File: src/design/ostt_pkg.sv
// ----------------------------------------------------------------------------
// ostt_pkg
// Shared types and codes for the one-shot timer table.
// ----------------------------------------------------------------------------
package ostt_pkg;

    localparam int ID_W   = 32;
    localparam int KIND_W = 3;
    localparam int REQ_W  = 2;

    // Request codes
    localparam logic [REQ_W-1:0] REQ_SCHEDULE = 2'd0;
    localparam logic [REQ_W-1:0] REQ_CANCEL   = 2'd1;
    localparam logic [REQ_W-1:0] REQ_TICK     = 2'd2;

    // Result kinds
    localparam logic [KIND_W-1:0] KIND_SCHEDULED = 3'd0;
    localparam logic [KIND_W-1:0] KIND_FULL      = 3'd1;
    localparam logic [KIND_W-1:0] KIND_FOUND     = 3'd2;
    localparam logic [KIND_W-1:0] KIND_NOT_FOUND = 3'd3;
    localparam logic [KIND_W-1:0] KIND_FIRED     = 3'd4;
    localparam logic [KIND_W-1:0] KIND_NOTHING   = 3'd5;

    typedef struct packed {
        logic [REQ_W-1:0] req_type;
        logic [31:0]      delay_ticks;
        logic [ID_W-1:0]  cancel_id;
    } req_t;

    typedef struct packed {
        logic [KIND_W-1:0] resp_kind;
        logic [ID_W-1:0]   timer_id;
        logic              last;
    } rsp_t;

    // Per-cell control: shift takes the right neighbor, load takes the bus
    typedef struct packed {
        logic shift;
        logic load;
    } cell_ctrl_t;

    typedef enum logic [1:0] {
        ST_IDLE,
        ST_CANCEL,
        ST_TICK,
        ST_FLUSH
    } state_t;

endpackage

File: src/design/ostt_cell.sv
// ----------------------------------------------------------------------------
// ostt_cell
// One timer slot: cancel flag, id and due time; shifts left or loads the bus.
// ----------------------------------------------------------------------------
module ostt_cell #(
    parameter int TIME_WIDTH = 48
) (
    input  logic                      clk,
    input  ostt_pkg::cell_ctrl_t      ctrl,
    input  logic                      nbr_cancelled,
    input  logic [ostt_pkg::ID_W-1:0] nbr_id,
    input  logic [TIME_WIDTH-1:0]     nbr_due,
    input  logic                      bus_cancelled,
    input  logic [ostt_pkg::ID_W-1:0] bus_id,
    input  logic [TIME_WIDTH-1:0]     bus_due,
    output logic                      cancelled,
    output logic [ostt_pkg::ID_W-1:0] id,
    output logic [TIME_WIDTH-1:0]     due
);
    import ostt_pkg::*;

    logic                  cancelled_reg, cancelled_next;
    logic [ID_W-1:0]       id_reg, id_next;
    logic [TIME_WIDTH-1:0] due_reg, due_next;

    // Load wins over shift; otherwise hold
    always_comb
    begin
        cancelled_next = cancelled_reg;
        id_next        = id_reg;
        due_next       = due_reg;
        if (ctrl.load)
        begin
            cancelled_next = bus_cancelled;
            id_next        = bus_id;
            due_next       = bus_due;
        end
        else if (ctrl.shift)
        begin
            cancelled_next = nbr_cancelled;
            id_next        = nbr_id;
            due_next       = nbr_due;
        end
    end

    always_ff @(posedge clk)
    begin
        cancelled_reg <= cancelled_next;
        id_reg        <= id_next;
        due_reg       <= due_next;
    end

    assign cancelled = cancelled_reg;
    assign id        = id_reg;
    assign due       = due_reg;

endmodule

File: src/design/one_shot_timer_table.sv
// ----------------------------------------------------------------------------
// one_shot_timer_table
// Table of pending one-shot timers held in a row of slot cells.
//
// channel   | signals           | handshake
// ----------+-------------------+---------------------------------------------
// request   | start, req        | taken when start is high and busy is low
// result    | done, rsp         | single-cycle items marked by done, no stall
//
// Pending timers sit packed in scheduling order in cells 0..count-1. Cancel and
// tick pass every pending entry once through cell 0: each cycle the row shifts
// left by one and the head, if kept, is written back behind the others.
// Schedule: result in the next cycle.
// Cancel: scans the N pending entries, result at the end (NOT_FOUND if none).
// Tick: scans each entry, then ST_FLUSH; fired ids stream out, last one flagged.
// The head compare in cell 0 (id or due time) sets the one-entry-per-cycle pace.
// Reset clears time, id counter, count and control; cell contents are don't care.
// ----------------------------------------------------------------------------
module one_shot_timer_table #(
    parameter int TABLE_DEPTH = 16,
    parameter int TIME_WIDTH  = 48
) (
    input  logic           clk,
    input  logic           rst_n,
    input  logic           start,
    input  ostt_pkg::req_t req,
    output logic           busy,
    output logic           done,
    output ostt_pkg::rsp_t rsp
);
    import ostt_pkg::*;

    localparam int IDX_W = $clog2(TABLE_DEPTH);
    localparam int CNT_W = $clog2(TABLE_DEPTH + 1);

    // Control and state registers
    state_t                state_reg, state_next;
    logic [CNT_W-1:0]      count_reg, count_next;
    logic [CNT_W-1:0]      remain_reg, remain_next;
    logic [TIME_WIDTH-1:0] now_reg, now_next;
    logic [ID_W-1:0]       id_reg, id_next;
    logic [ID_W-1:0]       cid_reg, cid_next;
    logic                  found_reg, found_next;
    logic [ID_W-1:0]       pend_reg, pend_next;
    logic                  pendv_reg, pendv_next;
    logic                  done_reg, done_next;
    rsp_t                  rsp_reg, rsp_next;

    // Cell row
    logic                  cell_cancelled [TABLE_DEPTH];
    logic [ID_W-1:0]       cell_id        [TABLE_DEPTH];
    logic [TIME_WIDTH-1:0] cell_due       [TABLE_DEPTH];
    cell_ctrl_t            cell_ctrl      [TABLE_DEPTH];

    // Shared load bus
    logic                  shift_all;
    logic                  load_en;
    logic [CNT_W-1:0]      load_pos;
    logic [IDX_W-1:0]      load_idx;
    logic                  bus_cancelled;
    logic [ID_W-1:0]       bus_id;
    logic [TIME_WIDTH-1:0] bus_due;

    // Head evaluation and helpers
    logic                  accept;
    logic                  head_match;
    logic                  head_fire;
    logic [ID_W-1:0]       id_inc;
    logic [TIME_WIDTH:0]   due_sum;
    logic [TIME_WIDTH-1:0] due_sat;

    assign accept     = start && (state_reg == ST_IDLE);
    assign busy       = (state_reg != ST_IDLE);
    assign head_match = (cell_id[0] == cid_reg) && !found_reg;
    assign head_fire  = !cell_cancelled[0] && (now_reg >= cell_due[0]);

    // Next id skips zero on wrap
    assign id_inc = ((id_reg + ID_W'(1)) == '0) ? ID_W'(1) : (id_reg + ID_W'(1));

    // Due time saturates at the top of the time range
    assign due_sum = {1'b0, now_reg} + {{(TIME_WIDTH + 1 - 32){1'b0}}, req.delay_ticks};
    assign due_sat = due_sum[TIME_WIDTH] ? {TIME_WIDTH{1'b1}} : due_sum[TIME_WIDTH-1:0];

    assign load_idx = load_pos[IDX_W-1:0];

    genvar g;
    generate
        for (g = 0; g < TABLE_DEPTH; g++)
        begin : g_cell
            logic                  nbr_cancelled;
            logic [ID_W-1:0]       nbr_id;
            logic [TIME_WIDTH-1:0] nbr_due;

            if (g == TABLE_DEPTH - 1)
            begin : g_tail
                assign nbr_cancelled = 1'b0;
                assign nbr_id        = '0;
                assign nbr_due       = '0;
            end
            else
            begin : g_body
                assign nbr_cancelled = cell_cancelled[g+1];
                assign nbr_id        = cell_id[g+1];
                assign nbr_due       = cell_due[g+1];
            end

            assign cell_ctrl[g].shift = shift_all;
            assign cell_ctrl[g].load  = load_en && (load_idx == IDX_W'(g));

            ostt_cell #(
                .TIME_WIDTH (TIME_WIDTH)
            ) u_cell (
                .clk           (clk),
                .ctrl          (cell_ctrl[g]),
                .nbr_cancelled (nbr_cancelled),
                .nbr_id        (nbr_id),
                .nbr_due       (nbr_due),
                .bus_cancelled (bus_cancelled),
                .bus_id        (bus_id),
                .bus_due       (bus_due),
                .cancelled     (cell_cancelled[g]),
                .id            (cell_id[g]),
                .due           (cell_due[g])
            );
        end
    endgenerate

    // Next state
    always_comb
    begin
        state_next = state_reg;
        case (state_reg)
            ST_IDLE:
            begin
                if (accept && (count_reg != '0))
                begin
                    if (req.req_type == REQ_CANCEL)
                        state_next = ST_CANCEL;
                    else if (req.req_type == REQ_TICK)
                        state_next = ST_TICK;
                end
            end
            ST_CANCEL:
            begin
                if (remain_reg == CNT_W'(1))
                    state_next = ST_IDLE;
            end
            ST_TICK:
            begin
                if (remain_reg == CNT_W'(1))
                    state_next = ST_FLUSH;
            end
            ST_FLUSH:
            begin
                state_next = ST_IDLE;
            end
            default:
            begin
                state_next = ST_IDLE;
            end
        endcase
    end

    // Datapath and outputs
    always_comb
    begin
        shift_all     = 1'b0;
        load_en       = 1'b0;
        load_pos      = count_reg;
        bus_cancelled = 1'b0;
        bus_id        = id_inc;
        bus_due       = due_sat;
        count_next    = count_reg;
        remain_next   = remain_reg;
        now_next      = now_reg;
        id_next       = id_reg;
        cid_next      = cid_reg;
        found_next    = found_reg;
        pend_next     = pend_reg;
        pendv_next    = pendv_reg;
        done_next     = 1'b0;
        rsp_next      = '0;

        case (state_reg)
            ST_IDLE:
            begin
                if (accept)
                begin
                    case (req.req_type)
                        REQ_SCHEDULE:
                        begin
                            done_next     = 1'b1;
                            rsp_next.last = 1'b1;
                            if (count_reg == CNT_W'(TABLE_DEPTH))
                            begin
                                rsp_next.resp_kind = KIND_FULL;
                            end
                            else
                            begin
                                // Append at the tail
                                load_en            = 1'b1;
                                id_next            = id_inc;
                                count_next         = count_reg + CNT_W'(1);
                                rsp_next.resp_kind = KIND_SCHEDULED;
                                rsp_next.timer_id  = id_inc;
                            end
                        end
                        REQ_CANCEL:
                        begin
                            cid_next    = req.cancel_id;
                            found_next  = 1'b0;
                            remain_next = count_reg;
                            if (count_reg == '0)
                            begin
                                done_next          = 1'b1;
                                rsp_next.resp_kind = KIND_NOT_FOUND;
                                rsp_next.last      = 1'b1;
                            end
                        end
                        REQ_TICK:
                        begin
                            now_next    = now_reg + TIME_WIDTH'(1);
                            pendv_next  = 1'b0;
                            remain_next = count_reg;
                            if (count_reg == '0)
                            begin
                                done_next          = 1'b1;
                                rsp_next.resp_kind = KIND_NOTHING;
                                rsp_next.last      = 1'b1;
                            end
                        end
                        default:
                        begin
                            done_next = 1'b0;
                        end
                    endcase
                end
            end
            ST_CANCEL:
            begin
                // Rotate the head to the tail, marking the first match
                shift_all     = 1'b1;
                load_en       = 1'b1;
                load_pos      = count_reg - CNT_W'(1);
                bus_cancelled = cell_cancelled[0] || head_match;
                bus_id        = cell_id[0];
                bus_due       = cell_due[0];
                found_next    = found_reg || head_match;
                remain_next   = remain_reg - CNT_W'(1);
                if (remain_reg == CNT_W'(1))
                begin
                    done_next     = 1'b1;
                    rsp_next.last = 1'b1;
                    if (found_next)
                    begin
                        rsp_next.resp_kind = KIND_FOUND;
                        rsp_next.timer_id  = cid_reg;
                    end
                    else
                    begin
                        rsp_next.resp_kind = KIND_NOT_FOUND;
                    end
                end
            end
            ST_TICK:
            begin
                shift_all     = 1'b1;
                load_pos      = count_reg - CNT_W'(1);
                bus_cancelled = 1'b0;
                bus_id        = cell_id[0];
                bus_due       = cell_due[0];
                remain_next   = remain_reg - CNT_W'(1);
                if (!cell_cancelled[0] && !head_fire)
                    load_en = 1'b1;
                else
                    count_next = count_reg - CNT_W'(1);   // drop the head
                if (head_fire)
                begin
                    // Hold this id back until we know whether it is the last
                    if (pendv_reg)
                    begin
                        done_next          = 1'b1;
                        rsp_next.resp_kind = KIND_FIRED;
                        rsp_next.timer_id  = pend_reg;
                    end
                    pend_next  = cell_id[0];
                    pendv_next = 1'b1;
                end
            end
            ST_FLUSH:
            begin
                done_next     = 1'b1;
                rsp_next.last = 1'b1;
                if (pendv_reg)
                begin
                    rsp_next.resp_kind = KIND_FIRED;
                    rsp_next.timer_id  = pend_reg;
                end
                else
                begin
                    rsp_next.resp_kind = KIND_NOTHING;
                end
            end
            default:
            begin
                done_next = 1'b0;
            end
        endcase
    end

    always_ff @(posedge clk or negedge rst_n)
    begin
        if (!rst_n)
        begin
            state_reg  <= ST_IDLE;
            count_reg  <= '0;
            remain_reg <= '0;
            now_reg    <= '0;
            id_reg     <= '0;
            found_reg  <= 1'b0;
            pendv_reg  <= 1'b0;
            done_reg   <= 1'b0;
        end
        else
        begin
            state_reg  <= state_next;
            count_reg  <= count_next;
            remain_reg <= remain_next;
            now_reg    <= now_next;
            id_reg     <= id_next;
            found_reg  <= found_next;
            pendv_reg  <= pendv_next;
            done_reg   <= done_next;
        end
    end

    always_ff @(posedge clk)
    begin
        cid_reg  <= cid_next;
        pend_reg <= pend_next;
        rsp_reg  <= rsp_next;
    end

    assign done = done_reg;
    assign rsp  = rsp_reg;

    // Fill count never passes the table size
    assert property (@(posedge clk) disable iff (!rst_n)
        count_reg <= CNT_W'(TABLE_DEPTH))
        else $error("fill count above table depth");

    // Entries still to visit always lie within the pending entries
    assert property (@(posedge clk) disable iff (!rst_n)
        (state_reg == ST_TICK || state_reg == ST_CANCEL)
            |-> (remain_reg != '0) && (remain_reg <= count_reg))
        else $error("scan counter out of range");

    // A result that is not the last one only comes while the block is still busy
    assert property (@(posedge clk) disable iff (!rst_n)
        (done && !rsp.last) |-> busy)
        else $error("non-final result while idle");

    // A schedule into a table with room answers with a fresh id
    assert property (@(posedge clk) disable iff (!rst_n)
        (accept && req.req_type == REQ_SCHEDULE && count_reg != CNT_W'(TABLE_DEPTH))
            |=> done && (rsp.resp_kind == KIND_SCHEDULED) && (rsp.timer_id != '0)
                && (count_reg == $past(count_reg) + CNT_W'(1)))
        else $error("schedule did not append");

endmodule
File: config.mk
export PLATFORM = sky130hd
export DESIGN_NAME = one_shot_timer_table
export DESIGN_NICKNAME = d
export VERILOG_FILES = /design/src/design/ostt_pkg.sv /design/src/design/ostt_cell.sv /design/src/design/one_shot_timer_table.sv
export SDC_FILE = /design/constraint.sdc
export NUM_CORES = 2
export LEC_CHECK = 0
export BUFFER_PORTS_ARGS = -buffer_cell sky130_fd_sc_hd__buf_2
export CORE_AREA = 5 5 467 469
export CTS_CLUSTER_SIZE = 12
export DETAILED_ROUTE_END_ITERATION = 10
export DIE_AREA = 0 0 472 474
export PLACE_DENSITY = 0.57
export SLEW_MARGIN = 20
export SYNTH_ARGS = -nofsm -noshare
export SYNTH_HDL_FRONTEND = slang
export SYNTH_HIERARCHICAL = 1
export SYNTH_SLANG_ARGS = --single-unit
File: constraint.sdc
create_clock -name clk -period 6.35 [get_ports clk]
set_input_delay 1.27 -clock clk [delete_from_list [all_inputs] [get_ports clk]]
set_output_delay 1.27 -clock clk [all_outputs]
set_load 0.1 [all_outputs]
Yosys cells after proc, flatten, opt, wreduce, memory -nomap -nowiden

Index checks and enable logic that the tools add are counted.

$add $sub $neg: 6
Multipliers: 0
Div/mod/pow operators: 0
$lt $le $gt $ge: 1
Equality and inequality tests: 35
Shift operators: 0
Muxes and demuxes: 152
Bitwise logic cells: 1
Reductions and logical operators: 63

Operators by type and width:

| cell                                                                   | number |
|---|---|
| 48-bit two-way mux                                                     | 34 |
| 32-bit two-way mux                                                     | 38 |
| 35-bit one-hot mux with 4 select lines                                 | 1 |
| 36-bit two-way mux                                                     | 2 |
| 35-bit two-way mux                                                     | 2 |
| 1-bit two-way mux                                                      | 51 |
| 48-bit by 32-bit adder with 49-bit output                              | 1 |
| 48-bit by 1-bit adder with 48-bit output (second input constant)       | 1 |
| 48-bit >= comparator                                                   | 1 |
| 2-bit nonzero test                                                     | 20 |
| 32-bit by 1-bit adder with 32-bit output (second input constant)       | 1 |
| 32-bit equality test                                                   | 1 |
| 4-bit equality test (second input constant)                            | 8 |
| 32-bit zero test                                                       | 1 |
| 5-bit two-way mux                                                      | 6 |
| 1-bit logical AND                                                      | 21 |
| 5-bit one-hot mux with 2 select lines                                  | 2 |
| 4-bit by 3-bit equality test with 1-bit output (second input constant) | 4 |
| 2-bit inequality test (second input constant)                          | 7 |
| 2-bit two-way mux                                                      | 6 |
| 3-bit AND reduction                                                    | 4 |
| 4-bit AND reduction                                                    | 3 |
| 5-bit by 1-bit subtractor with 5-bit output (second input constant)    | 2 |
| 3-bit one-hot mux with 3 select lines                                  | 1 |
| 25 further kinds                                                       | 40 |

Register bits after elaboration: 1491
Bits in latches: 0
RAM bits: 0
Memory bits (read-only): 0
Input bits: 69
Output and inout port bits: 38
Memories: 0

Longest topological paths before layout

Depth after elaboration: 8
Depth in mapped cells: 15
Gate-level depth less buffers: 13

Cells and area by module

The synthesis kept the hierarchy.

Modules (own cells, without submodules):

| module               | instances | cells an instance | area each (um2) | sequential area each (um2) |
|---|---|---|---|---|
| ostt_cell            | 16        | 172               | 3818.7          | 2432.3 |
| one_shot_timer_table | 1         | 1405              | 13126.3         | 5019.8 |

Worst setup path before layout

Ideal clock, no wire load.

Kind: register to register
Start: register now_reg[14]
End: register rsp_reg, in the netlist rsp[14]
Arrival: 4.895 ns
Data required time: 6.291 ns
Slack: 1.395 ns
Cell stages (with the launch flop): 11
Path buffers: 1
Path through: dfrtp_1 > ha_1 > nand4_1 > or2_2 > nor4_1 > nor3_1 > o211ai_1 > nor3b_1 > o211a_1 > buf_2 > a221o_1

RTL lines:

| item                   | RTL line                    | RTL |
|---|---|---|
| from (decl)            | one_shot_timer_table.sv:40  | `logic [TIME_WIDTH-1:0] now_reg, now_next;` |
| from (signal assigned) | one_shot_timer_table.sv:329 | `now_reg <= now_next;` |
| to (signal assigned)   | one_shot_timer_table.sv:341 | `rsp_reg <= rsp_next;` |
| to (decl)              | one_shot_timer_table.sv:47  | `rsp_t rsp_reg, rsp_next;` |

==> results.py <==
metrics = {
    "critical_path": {
        "r2r_start": "now_reg[17]$_DFFE_PN0P_",
        "crit_family": "simple AND/OR/NAND/NOR gates",
        "cp_cell_sequence": "ha_1 > a21o_1 > a21o_1 > a21oi_1 > o211ai_1 > nor3_1 > o211ai_1 > or3_1 > a21o_1 > nor3_2 > or2_4 > buf_4",
        "arrival_ps": 6000,
        "cp_data_required_time_ps": 6770,
        "start_kind": "register",
        "critPathMaxStageDelay_ps": 620,
        "r2r_setup_slack_ps": 770,
        "r2r_cells": 12,
        "crit_buf_inv": 1,
        "crit_top_cell": "a21o_1",
        "reg2reg_to": "g_cell[10].u_cell/due[6]$_DFFE_PP_",
        "cp_slowest_cell": "or2_4",
        "path_max_fanout": 25,
        "critical_path_class": "register to register",
        "critPathCaptureType": "register",
    },
    "route": {
        "routed_via_density": 4.94,
        "ant_nets": 0,
        "drc": 0,
        "wl_per_cell_um": 22.5,
        "drt-total-wl_um": 166000,
        "dr.pass1.iters": 6,
        "drt_iter0_markers": 2588,
        "vias": 36564,
    },
    "finish": {
        "largest_reg_flops": 768,
        "finalNetCount": 4601,
        "layout.cells.non_filler": 7399,
        "area_growth_pct": 10.9,
        "drive_gt1_share_pct": 40.4,
        "final_common_cell": "edfxtp_1",
        "layout_common_cells": "edfxtp_1 (1,360), mux2_4 (1,264), clkbuf_16 (162)",
        "fillers": 19624,
    },
    "yosys": {
        "syn_inst": 4157,
        "synth_area_um2": 74200,
        "syn-mean-instance-area_um2": 17.9,
        "yosys_warnings": 6,
        "async_flop_share_pct": 6.37,
        "synth_edf_count": 1360,
        "ys.flop_type": "edfxtp_1",
        "ys_ff_latch": 1491,
        "synth.distinct_cells": 81,
        "ys_seq_area_share_pct": 59.2,
    },
    "power_and_ir_drop": {
        "irDropWorstVdd_uv": 494,
        "powerDensity_nw_per_um2": 591,
        "p_clk_share_pct": 18.4,
        "comb_power_share_pct": 40.2,
        "net-switching-power_mw": 16.3,
        "totalPowerFinal_mw": 48.6,
        "swShare_pct": 33.5,
        "p_leak_nw": 31.2,
        "pwr-share-seq_pct": 41.4,
        "cell_internal_pwr_mw": 32.3,
    },
    "timing": {
        "fin_skew_ps": 39.5,
        "period_minus_slack_ps": 5580,
        "holdWs_ps": 461,
        "rsz0062_at_grt": "false",
        "tns_ps": 0,
        "finalCritPeriodShare_pct": 87.8,
        "final-setup-viol-count": 0,
        "relSlewSlack_pct": 24.6,
        "slew_viol_final": 0,
        "hold_viol_final": 0,
        "fin_ws_ps": 774,
        "tightest_slew_ps": 1130,
        "fmax_ghz": 0.179,
    },
    "hold_path": {
        "hold_path_startpoint": "pend_reg[12]$_DFFE_PP_",
        "holdPathStages": 1,
        "hold_path.class": "register to register",
        "holdPathEnd": "rsp[13]$_DFF_P_",
    },
    "cts": {
        "cts.clk_slew.worst_paths_ps": 60,
        "ctsHtreeMaxLevel": 4,
        "cts_buffer_depth": 3,
        "clk_latency_ps": 800,
        "cts_buffers": 161,
        "postCtsHoldBufs": 0,
        "cts-root-buf": "clkbuf_16",
        "post_cts.repair.setup_buffers": 0,
        "post_cts_resized": 0,
        "cts.sinks": 1491,
        "cts_tree": "built",
    },
    "global_route": {
        "grt_pass1_vias": 37817,
        "grt_pass1_wl_um": 249000,
        "grt_max_degree": 82,
        "overflow": 0,
        "track_usage_pct": 14.5,
        "antenna_found_initial": 3,
    },
    "placed_design": {
        "port_buffers": 106,
        "dp_cells": 7111,
        "place.gp.congestion": 0.868,
        "pre_cts_ws_ps": 624,
        "post-dp-hpwl_um": 100000,
    },
    "die": {
        "io_pins": 107,
        "core_um2": 214000,
        "rows": 170,
        "die_h_um": 474,
        "die-area_um2": 224000,
        "start_util_pct": 34.8,
        "die_w_um": 472,
    },
    "run_status": {
        "status": "finished, final reports clean",
    },
    "run": {
        "maxCapViolCount": 0,
    },
}
-- final cells by class --
type / count / area (um2) / area share (%)
Inverter: 72 / 270 / 0.328
Multi-Input combinational cell: 2459 / 27400 / 33.3
Antenna cell: 1 / 2.50 / 0.00304
Clock buffer: 218 / 4370 / 5.31
Timing Repair Buffer: 251 / 2120 / 2.58
Tap cell: 2838 / 3550 / 4.31
Sequential cell: 1491 / 43900 / 53.4
Clock inverter: 69 / 601 / 0.730
-- worst max-delay path by stage --
stage,from,endpoint,slack [ps],cells past startpoint
2_1_floorplan,now_reg[14]$_DFFE_PN0P_,rsp[14]$_DFF_P_,1400,10
3_3_place_gp,req[37],g_cell[15].u_cell/due[7]$_DFFE_PP_,570,15
3_5_place_dp,req[37],g_cell[15].u_cell/due[7]$_DFFE_PP_,620,15
4_1_cts,now_reg[17]$_DFFE_PN0P_,g_cell[10].u_cell/due[6]$_DFFE_PP_,680,12
5_1_grt,now_reg[17]$_DFFE_PN0P_,g_cell[10].u_cell/due[6]$_DFFE_PP_,610,12
6_report,now_reg[17]$_DFFE_PN0P_,g_cell[10].u_cell/due[6]$_DFFE_PP_,770,12
-- metrics by stage --
stage               cell area (um2)  util (%)
finish                        82300      38.5
global route                  82300      38.5
CTS                           82300      38.5
detailed placement            77300      36.2
global placement              77300      36.2
floorplan                     74500         -
-- kinds of logic (layout without fill, tap and decap cells) --
| family | after synthesis | after routing | synth area share (%) |
|---|---|---|---|
| buffers and inverters | 287 | 610 | 4.51 |
| AO/OA/AOI/OAI | 321 | 321 | 3.00 |
| multiplexers | 1302 | 1302 | 26.1 |
| adder cells (fa/ha/maj) | 96 | 96 | 1.63 |
| AND/OR/NAND/NOR | 466 | 466 | 3.24 |
| XOR/XNOR | 193 | 193 | 2.28 |
| other | 1 | 82 | 0.00505 |
| flip-flops | 1491 | 1491 | 59.2 |
-- synth_stat cells (10+ instances only) --
cell | number | share of area [%]
buf_2 | 17 | 0.11
a21oi_1 | 84 | 0.57
dfrtp_1 | 95 | 3.2
or2_2 | 20 | 0.17
nor4_1 | 22 | 0.19
xor2_1 | 92 | 1.1
nand4_1 | 38 | 0.32
xnor2_1 | 101 | 1.2
a22oi_1 | 45 | 0.46
nand2_1 | 99 | 0.50
nor3_1 | 40 | 0.27
a221o_1 | 32 | 0.43
nand3_1 | 43 | 0.29
inv_1 | 72 | 0.36
mux2_2 | 36 | 0.55
and2_1 | 10 | 0.084
ha_1 | 95 | 1.6
nor2_1 | 117 | 0.59
buf_12 | 128 | 3.5
a21o_1 | 44 | 0.45
o21ai_0 | 37 | 0.25
buf_6 | 18 | 0.27
clkbuf_1 | 34 | 0.17
edfxtp_1 | 1360 | 55
and3_1 | 26 | 0.22
o21a_1 | 10 | 0.10
dfxtp_1 | 36 | 0.97
mux2_4 | 1264 | 26
-- power by group through the flow --
stage / clock [mW] / combinational, mW / sequential (mW)
global placement: 0 / 19.4 / 20.2
detailed placement: 0 / 19.7 / 20.3
floorplan: 0 / 13.7 / 19.9
finish: 8.95 / 19.6 / 20.1
CTS: 9.23 / 19.8 / 20.2
global route: 9.66 / 20.8 / 20.5
-- routing by layer --
layer / GRT usage [%] / wire length, um / vias up / part of all wire, %
met3: 2.28 / 6650 / 203 / 4.0
met2: 23.4 / 76700 / 728 / 46
met1: 20.2 / 78900 / 19178 / 47
met5: 0 / 20 / - / 0.012
li1: - / - / 16451 / -
met4: 3.98 / 4140 / 4 / 2.5
No activity file was read; power rests on OpenSTA's default activity.
